==> src/rtl/tbpe_pkg.sv <==
`timescale 1ns / 1ps

package tbpe_pkg;

    // Request codes on s_req_type.
    localparam logic [1:0] REQ_BYTE    = 2'd0;
    localparam logic [1:0] REQ_GAP     = 2'd1;
    localparam logic [1:0] REQ_SILENCE = 2'd2;
    localparam logic [1:0] REQ_NONE    = 2'd3;

    // Register indexes, taken from paddr[3:2].
    localparam logic [1:0] REG_RATE = 2'd0;
    localparam logic [1:0] REG_FAST = 2'd1;
    localparam logic [1:0] REG_HIGH = 2'd2;

    localparam logic [7:0] HIGH_LEVEL_RESET = 8'd192;
    localparam logic [7:0] LEVEL_MAX        = 8'd255;
    localparam logic [7:0] SILENCE_LEVEL    = 8'h80;
    localparam logic [4:0] SILENCE_LENGTH   = 5'd1;

    // Index of the final run of each request kind.
    localparam logic [4:0] LAST_IDX_NORMAL = 5'd27;
    localparam logic [4:0] LAST_IDX_FAST   = 5'd25;
    localparam logic [4:0] LAST_IDX_GAP    = 5'd1;

    // Bit positions inside a byte frame.
    localparam logic [3:0] BIT_START  = 4'd0;
    localparam logic [3:0] BIT_PARITY = 4'd9;

    // Run lengths indexed by {rate, fast, bit value, second run}.
    localparam logic [4:0] RUN_TABLE [0:31] = '{
        5'd1, 5'd2,  5'd1, 5'd1,  5'd1, 5'd2,  5'd1, 5'd1,
        5'd2, 5'd3,  5'd2, 5'd1,  5'd1, 5'd4,  5'd1, 5'd1,
        5'd2, 5'd5,  5'd2, 5'd2,  5'd1, 5'd5,  5'd1, 5'd1,
        5'd6, 5'd22, 5'd6, 5'd6,  5'd3, 5'd21, 5'd3, 5'd3
    };

    typedef struct packed {
        logic [1:0] rate_select;
        logic       fast_mode;
        logic [7:0] high_level;
    } cfg_t;

    typedef struct packed {
        logic [7:0] level;
        logic [4:0] run_length;
        logic       last;
        logic       flip;
    } run_t;

endpackage

==> src/rtl/tbpe_run_gen.sv <==
`timescale 1ns / 1ps

module tbpe_run_gen (
    input  tbpe_pkg::cfg_t cfg,
    input  logic [1:0]     req_type,
    input  logic [7:0]     data_byte,
    input  logic [4:0]     run_idx,
    input  logic           level_phase,
    output tbpe_pkg::run_t run
);
    import tbpe_pkg::*;

    logic [3:0] bit_num;
    logic [3:0] data_pos;
    logic       bit_value;
    logic       new_phase;

    assign bit_num  = run_idx[4:1];
    assign data_pos = bit_num - 4'd1;

    // Bit value for the current run; a gap is a single 1 bit.
    always_comb begin
        if (req_type == REQ_GAP) begin
            bit_value = 1'b1;
        end else if (bit_num == BIT_START) begin
            bit_value = 1'b0;
        end else if (bit_num < BIT_PARITY) begin
            bit_value = data_byte[data_pos[2:0]];
        end else if (bit_num == BIT_PARITY) begin
            // Odd parity over data plus parity bit.
            bit_value = ~(^data_byte);
        end else begin
            bit_value = 1'b1;
        end
    end

    assign new_phase = ~level_phase;

    always_comb begin
        run.flip       = 1'b1;
        run.level      = new_phase ? cfg.high_level : (LEVEL_MAX - cfg.high_level);
        run.run_length = RUN_TABLE[{cfg.rate_select, cfg.fast_mode, bit_value, run_idx[0]}];
        case (req_type)
            REQ_SILENCE: begin
                run.flip       = 1'b0;
                run.level      = SILENCE_LEVEL;
                run.run_length = SILENCE_LENGTH;
                run.last       = 1'b1;
            end
            REQ_GAP: begin
                run.last = (run_idx == LAST_IDX_GAP);
            end
            default: begin
                run.last = cfg.fast_mode ? (run_idx == LAST_IDX_FAST)
                                         : (run_idx == LAST_IDX_NORMAL);
            end
        endcase
    end

endmodule

==> src/rtl/tape_byte_pulse_encoder_unit.sv <==
`timescale 1ns / 1ps

// Channel  | Ports                                          | Direction
// ---------+------------------------------------------------+----------
// request  | s_valid, s_ready, s_req_type, s_data_byte      | in
// runs     | m_valid, m_ready, m_level, m_run_length,       | out
//          | m_last_of_run                                  |
// config   | psel, penable, pwrite, paddr, pwdata, prdata,  | in/out
//          | pready                                         |
//
// One run leaves the run generator per cycle unless m_ready stalls the output.
// A data byte gives 28 runs (26 in fast mode), a gap 2 runs, a silence request
// 1 run, and an unknown request is taken and gives no run.
// The next request is taken in the cycle that the final run of the current one
// is loaded into the result register, so requests follow without a gap.
// A stall on m_ready holds the result register and the run counter.
// Reset is synchronous on aresetn and restores the register defaults and a
// high current level, so the first run after reset is at the low level.

module tape_byte_pulse_encoder_unit (
    input  logic        aclk,
    input  logic        aresetn,

    input  logic        s_valid,
    output logic        s_ready,
    input  logic [1:0]  s_req_type,
    input  logic [7:0]  s_data_byte,

    output logic        m_valid,
    input  logic        m_ready,
    output logic [7:0]  m_level,
    output logic [4:0]  m_run_length,
    output logic        m_last_of_run,

    input  logic        psel,
    input  logic        penable,
    input  logic        pwrite,
    input  logic [3:0]  paddr,
    input  logic [31:0] pwdata,
    output logic [31:0] prdata,
    output logic        pready
);
    import tbpe_pkg::*;

    cfg_t       cfg_reg;
    logic       item_valid_reg;
    logic [1:0] req_reg;
    logic [7:0] byte_reg;
    logic [4:0] idx_reg;
    logic       phase_reg;
    logic       m_valid_reg;
    logic [7:0] m_level_reg;
    logic [4:0] m_run_length_reg;
    logic       m_last_reg;

    run_t       run;
    logic       advance;
    logic       s_transfer;
    logic       cfg_write;

    tbpe_run_gen u_run_gen (
        .cfg         (cfg_reg),
        .req_type    (req_reg),
        .data_byte   (byte_reg),
        .run_idx     (idx_reg),
        .level_phase (phase_reg),
        .run         (run)
    );

    assign advance    = item_valid_reg && (!m_valid_reg || m_ready);
    assign s_ready    = !item_valid_reg || (advance && run.last);
    assign s_transfer = s_valid && s_ready;
    assign cfg_write  = psel && penable && pwrite;

    assign pready = 1'b1;

    always_comb begin
        case (paddr[3:2])
            REG_RATE: prdata = {30'd0, cfg_reg.rate_select};
            REG_FAST: prdata = {31'd0, cfg_reg.fast_mode};
            REG_HIGH: prdata = {24'd0, cfg_reg.high_level};
            default:  prdata = 32'd0;
        endcase
    end

    always_ff @(posedge aclk) begin
        if (!aresetn) begin
            cfg_reg.rate_select <= 2'd0;
            cfg_reg.fast_mode   <= 1'b0;
            cfg_reg.high_level  <= HIGH_LEVEL_RESET;
        end else if (cfg_write) begin
            case (paddr[3:2])
                REG_RATE: cfg_reg.rate_select <= pwdata[1:0];
                REG_FAST: cfg_reg.fast_mode   <= pwdata[0];
                REG_HIGH: cfg_reg.high_level  <= pwdata[7:0];
                default:  ;
            endcase
        end
    end

    always_ff @(posedge aclk) begin
        if (!aresetn) begin
            item_valid_reg <= 1'b0;
            idx_reg        <= 5'd0;
            phase_reg      <= 1'b1;
            m_valid_reg    <= 1'b0;
        end else begin
            if (s_transfer) begin
                // An unknown request type is taken and dropped here.
                item_valid_reg <= (s_req_type != REQ_NONE);
                idx_reg        <= 5'd0;
            end else if (advance) begin
                if (run.last) begin
                    item_valid_reg <= 1'b0;
                end
                idx_reg <= idx_reg + 5'd1;
            end

            if (advance && run.flip) begin
                phase_reg <= ~phase_reg;
            end

            if (advance) begin
                m_valid_reg <= 1'b1;
            end else if (m_ready) begin
                m_valid_reg <= 1'b0;
            end
        end
    end

    always_ff @(posedge aclk) begin
        if (s_transfer) begin
            req_reg  <= s_req_type;
            byte_reg <= s_data_byte;
        end
        if (advance) begin
            m_level_reg      <= run.level;
            m_run_length_reg <= run.run_length;
            m_last_reg       <= run.last;
        end
    end

    assign m_valid       = m_valid_reg;
    assign m_level       = m_level_reg;
    assign m_run_length  = m_run_length_reg;
    assign m_last_of_run = m_last_reg;

`ifndef SYNTHESIS
    a_idx_in_frame: assert property (@(posedge aclk) disable iff (!aresetn)
        item_valid_reg |-> (idx_reg <= LAST_IDX_NORMAL))
        else $error("run index beyond the end of a byte frame");

    a_accept_only_at_end: assert property (@(posedge aclk) disable iff (!aresetn)
        (s_transfer && item_valid_reg) |-> (advance && run.last))
        else $error("new request taken before the final run of the current one");

    a_idx_restart: assert property (@(posedge aclk) disable iff (!aresetn)
        s_transfer |=> (idx_reg == 5'd0))
        else $error("run index did not restart on a new request");

    a_silence_keeps_phase: assert property (@(posedge aclk) disable iff (!aresetn)
        (advance && (req_reg == REQ_SILENCE)) |=> $stable(phase_reg))
        else $error("level phase changed on a silence sample");
`endif

endmodule

==> config.mk <==
export PLATFORM = sky130hd
export DESIGN_NAME = tape_byte_pulse_encoder_unit
export DESIGN_NICKNAME = d
export VERILOG_FILES = /design/src/rtl/tbpe_pkg.sv /design/src/rtl/tbpe_run_gen.sv /design/src/rtl/tape_byte_pulse_encoder_unit.sv
export SDC_FILE = /design/constraint.sdc
export NUM_CORES = 1
export LEC_CHECK = 0
export ABC_CLOCK_PERIOD_IN_PS = 3500
export BUFFER_PORTS_ARGS = -buffer_cell sky130_fd_sc_hd__buf_4
export CAP_MARGIN = 30
export CELL_PAD_IN_SITES_DETAIL_PLACEMENT = 1
export CELL_PAD_IN_SITES_GLOBAL_PLACEMENT = 2
export CORE_MARGIN = 3
export CORE_UTILIZATION = 27
export CTS_CLUSTER_DIAMETER = 60
export DETAILED_ROUTE_END_ITERATION = 8
export PLACE_DENSITY_LB_ADDON = 0.1
export SYNTH_ARGS = -nofsm -noshare
export SYNTH_HDL_FRONTEND = slang
export SYNTH_SLANG_ARGS = --single-unit
==> constraint.sdc <==
create_clock -name aclk -period 3.5 [get_ports aclk]
set_clock_uncertainty 0.1 [all_clocks]
set_input_delay 0.525 -clock aclk [delete_from_list [all_inputs] [get_ports aclk]]
set_output_delay 0.525 -clock aclk [all_outputs]
set_load 0.005 [all_outputs]
---- Yosys cells after proc, flatten, opt, wreduce, memory -nomap -nowiden ----
Memories as Yosys holds them, arrays and structs flattened. A register that Yosys moved wholly into a read port is not among the register bits.
Cells that the tools add are included.
cells by class
  $add $sub $neg .......................... 3
  multiply operators ...................... 0
  div/mod/pow operators ................... 0
  order comparisons ....................... 2
  eq/ne operators ......................... 9
  shift operators ......................... 0
  muxes and demuxes ....................... 16
  bitwise logic cells ..................... 4
  reductions and logical operators ........ 21
operator list
  cell                                                 count
  one-hot mux 8 bit (3 select lines)                   1
  2-to-1 mux 1 bit                                     12
  equality test 5 bit, second input constant           2
  2-to-1 mux 8 bit                                     1
  AND reduction 2 bit                                  4
  parity 8 bit                                         1
  subtractor 8 bit, first input constant               1
  logical AND 1 bit                                    6
  inverter 5 -> 6 bit                                  1
  nonzero test 2 bit                                   3
  adder 5 x 1 -> 5 bit, second input constant          1
  equality test 5 x 1 -> 1 bit, second input constant  1
  equality test 2 x 1 -> 1 bit, second input constant  2
  equality test 2 bit, second input constant           2
  equality test 4 bit, second input constant           1
  zero test 4 bit                                      1
  < comparator 3 x 4 -> 1 bit, second input constant   1
  < comparator 4 bit, second input constant            1
  binary-select mux 1 bit (select 3 bit)               1
  inverter 1 bit                                       3
  subtractor 3 x 1 -> 3 bit, second input constant     1
  zero test 1 bit                                      2
  zero test 2 bit                                      1
  logical OR 1 bit                                     2
  other kinds (3)                                      3
storage, ports and cells
  register bits ........................... 38
  latch bits .............................. 0
  memory bits (writable) .................. 0
  ROM bits ................................ 160
  bits of input ports ..................... 53
  output and inout bits ................... 49
  logic and storage cells ................. 67
  memories kept ........................... 1
memories
  name             words  width  rd ports  clocked after Yosys merged registers in  write ports  RTL line            source
  (no name shown)  32     5      1         1                                        0            tbpe_run_gen.sv:42  run.run_length = RUN_TABLE[{cfg.rate_select, cfg.fast_mode, bit_value, run_idx[0]}];

---- Logic depth before layout (Yosys ltp) ----
  depth after elaboration ................. 8
  depth in mapped cells ................... 9

---- Cells and area by module ----
From an unflattened synthesis, not the netlist that was laid out.
second synthesis, totals
  cells, all modules ...................... 237
  area, all modules ....................... 2437.3 um^2
modules (own cells, without submodules)
  module                        times used  cells an instance  area an instance (um^2)
  tape_byte_pulse_encoder_unit  1           160                1846.8
  tbpe_run_gen                  1           77                 590.6

---- Worst setup path after synthesis ----
Ideal clock, no wire load.
  path type ............................... register to register
  from .................................... register idx_reg[1]
  to ...................................... register m_run_length_reg[0] (netlist: m_run_length[0]), data pin
  setup time .............................. 261 ps
  data arrival time ....................... 2244 ps
  slack ................................... 895 ps
  stages on the path, launching flop included .. 10
  period minus slack after synthesis ...... 2605 ps
  cells stage by stage .................... dfxtp_1 > inv_1 > ha_1 > mux4_2 > nor2b_1 > a31oi_1 > and4b_4 > nor2_4 > xor2_1 > a221o_1
on the way
  word-level cells in the longest chain between the ends .. 7
  elaborated cells between the ends (all ways) .. 11
  classes of those cells .................. 1 x add/sub; 1 x order compare; 1 x eq/ne; 6 x mux; 1 x bitwise; 1 x reduce/logical
ends and longest elaborated chain
  item                                           RTL line                             source
  start: declaration                             tape_byte_pulse_encoder_unit.sv:49   logic [4:0] idx_reg;
  start signal: assignment                       tape_byte_pulse_encoder_unit.sv:116  idx_reg <= idx_reg + 5'd1;
  subtractor 3 x 1 -> 3 bit                      tbpe_run_gen.sv:19                   assign data_pos = bit_num - 4'd1;
  binary-select mux 1 bit (select 3 bit)         tbpe_run_gen.sv:28                   bit_value = data_byte[data_pos[2:0]];
  2-to-1 mux 1 bit (implied by the code)         tbpe_run_gen.sv:28
  2-to-1 mux 1 bit                               tbpe_run_gen.sv:27                   end else if (bit_num < BIT_PARITY) begin
  2-to-1 mux 1 bit (*)                           tbpe_run_gen.sv:25                   end else if (bit_num == BIT_START) begin
  2-to-1 mux 1 bit (*)                           tbpe_run_gen.sv:23                   if (req_type == REQ_GAP) begin
  inverter 5 -> 6 bit (implied by the code) (*)  tbpe_run_gen.sv:42
  end: declaration                               tape_byte_pulse_encoder_unit.sv:53   logic [4:0] m_run_length_reg;
Every way passes the cells marked *; elsewhere a longest branch is shown, timed or not. The select of a mux whose other input is x is not followed.
A chain may end at the register's enable or synchronous reset.

---- Worst setup path in the final report ----
  from .................................... register idx_reg[2]
  to ...................................... register m_run_length_reg[0] (netlist: m_run_length[0]), data pin
The elaborated chain is that of the path after synthesis.

==> metrics <==
H-tree levels 2; startpoint class of the critical path flop; Setup TNS Final 0 ns; Final WS setup 0.794 ns; hpwl dp slightly below 4000 µm; post-synthesis compound-gate area fraction 6.43%; die area 0.00965 mm²; XOR/XNOR share of the synthesized area 7.63%; max reg flops 11; HP Class in -> reg; R2R Path Start idx_reg[2]$_SDFFE_PP0P_; worst-path cell chain inv_1 > ha_1 > mux4_2 > nor2b_1 > a31oi_1 > and4b_4 > nor2_4 > xor2_1 > a221o_1; area leader, netlist edfxtp_1; Synth Area in Simple Gates 18.0%; CTS sink cnt 42; die span in x 98.2 µm; GP Congestion roughly 0.70; CP max-delay cell ha_1; Initial Utilization 27.8%; post-route ant nets 0; fill count 954; Synth Instances 222; CTS Buf Count 5; Main synth FF type edfxtp_1; initial DRC count 26; Cell Area, Synth approximately 0.0023 mm²; WL final 5250 µm; leakage 1.09 nW; # rows 33; CP Capture Type flop; async set-reset flop share out of synthesis 0%; drt pass-1 iters 4; Area Overhead vs Synth 22.0%; largest family of logic cells by synthesized area simple AND/OR/NAND/NOR gates; most common cell in the netlist buf_4; via count approximately 1,600; Die Height between 90 and 100 µm; Nets 330; max cap viols 0; synth warn 0; Max Fclk 370 MHz; hold_sp s_data_byte[7]; fin crit share 77.3%; drt drc 0; syn_area_per_cell ~10 µm²; clk slew on worst S/H paths about 0.090 ns; Avg WL per Cell 13.9 µm; Post-DP Area ~0.0027 mm²; worst path required time 3.45 ns; first-pass GRT wire length 8670 µm; pin count of the biggest net entering global routing 16; Final Max Slew Viols 0; RSZ-0062 raised after global routing no; Worst Path Arrival between 2 and 3 ns; Worst-Skew Late Latency ~0.30 ns; Synth top cells by count 27 x buf_4, 23 x edfxtp_1, 20 x nor2_1; relative slew slack a little under two thirds; Worst path max stage delay 0.38 ns; #FFs+latches synth 42; post-DR vias/cell 4.21; synth unique cells 42; GRT overflow 0; CTS tree built; CP Launch Point idx_reg[2]$_SDFFE_PP0P_; top post-synthesis cells by area edfxtp_1 30%, dfxtp_1 17%, buf_4 8.8%; I/O Buffers 49; CP max FO 5; dpl ws 0.794 ns; vias in the first global route between 1,500 and 2,000; Antenna diodes 0; post-CTS setup repair buffer count 0; Global Route Usage Sum 11.3%; Core Region 0.00826 mm²; clock root buffer master clkbuf_8; hold slack roughly 0.29 ns; Post-Synth Adder-Cell Area 2.72%; Max VDD drop between 0.0002 and 0.00025 V; final core occ between 30% and 40%; Power per Cell Area a little under 400 mW/mm²; sequential area share after synthesis 46.6%; # resized after CTS 0; Tightest Pin Transition 0.543 ns; Tmin final 2.71 ns; EDFF count, synth 23; initial antenna violation count 0; share of post-route cells with drive strength above 1 24.9%; Synth top area share 30.1%; final hold vios 0; status finished, final reports clean; path type of the worst setup path reg -> reg; post-synthesis mux area share 7.52%; CTS Buffer Depth 2; Setup-failing EPs final 0; final cell area excluding filler cells 0.00280 mm²; IO Pins 102; Post-CTS Hold Fix Bufs 0
layout make-up:
| type | instances | area (µm²) | share of cell area (%) |
|---|---|---|---|
| inverters | 5 | 18.8 | 0.670 |
| clock inverters | 3 | 43.8 | 1.56 |
| flip-flops and latches | 42 | 1070 | 38.2 |
| clock buffers | 5 | 68.8 | 2.46 |
| multi-input cells | 165 | 1070 | 38.2 |
| well taps | 105 | 131 | 4.69 |
| repair buffers | 53 | 398 | 14.2 |
power breakdown:
group          switching (mW)  total [mW]  internal [mW]  leakage [nW]
registers              0.0159       0.563          0.547         0.370
logic                  0.0679       0.140         0.0716         0.656
clock network           0.187       0.401          0.214        0.0585
layout by cell type (no fill, tap or decap), drive strengths merged, types with 2 or more instances in the layout:
cell / count
clkbuf: 5
nand2: 15
and3: 3
ha: 5
nor2b: 16
dfxtp: 19
a21boi: 2
mux2i: 15
xnor2: 17
nor2: 21
and2: 7
nand3: 4
xor2: 3
buf: 53
o21ai: 5
edfxtp: 23
a21oi: 3
conb: 26
nor3: 3
nand2b: 3
o31ai: 2
inv: 6
final timing paths:
path                            slack [ns]  cells after the start                             to
worst max-delay path                  0.79                      9  m_run_length[0]$_SDFFCE_PP1P_
worst max register to register        0.79                      9  m_run_length[0]$_SDFFCE_PP1P_
worst min register to register        0.39                      1           m_valid$_SDFFE_PN0P_
worst min-delay path                  0.29                      1          byte_reg[7]$_DFFE_PP_
metrics by stage:
stage	power (mW)	std cells
5_1_grt	1.17	378
6_report	1.10	378
4_1_cts	1.13	378
3_3_place_gp	0.715	370
2_1_floorplan	0.671	246
3_5_place_dp	0.717	370
kinds of logic after synthesis:
group / after synthesis
AOI/OAI and AO/OA: 20
xor gates and xnor gates: 20
DFF: 42
adders and majority gates: 5
other: 2
buffers and inverters: 39
and+or+nand+nor: 78
muxes: 16
per-layer routing:
metal,GRT usage [%],vias to the layer above,wire (µm)
li1,-,803,-
met1,14.2,747,2340
met2,18.3,39,2520
met3,4.71,2,365
met4,2.52,0,29
met5,0,-,0
critical path, delay by kind of cell (launching register included):
family | cells | cell delay, ns
buffers and inverters | 1 | 0.14
XOR/XNOR | 1 | 0.14
AND/OR/NAND/NOR | 3 | 0.51
flip-flops | 1 | 0.37
adder cells (fa/ha/maj) | 1 | 0.38
multiplexers | 1 | 0.32
AO/OA/AOI/OAI | 2 | 0.49
Power figures use the tool's default switching activity.
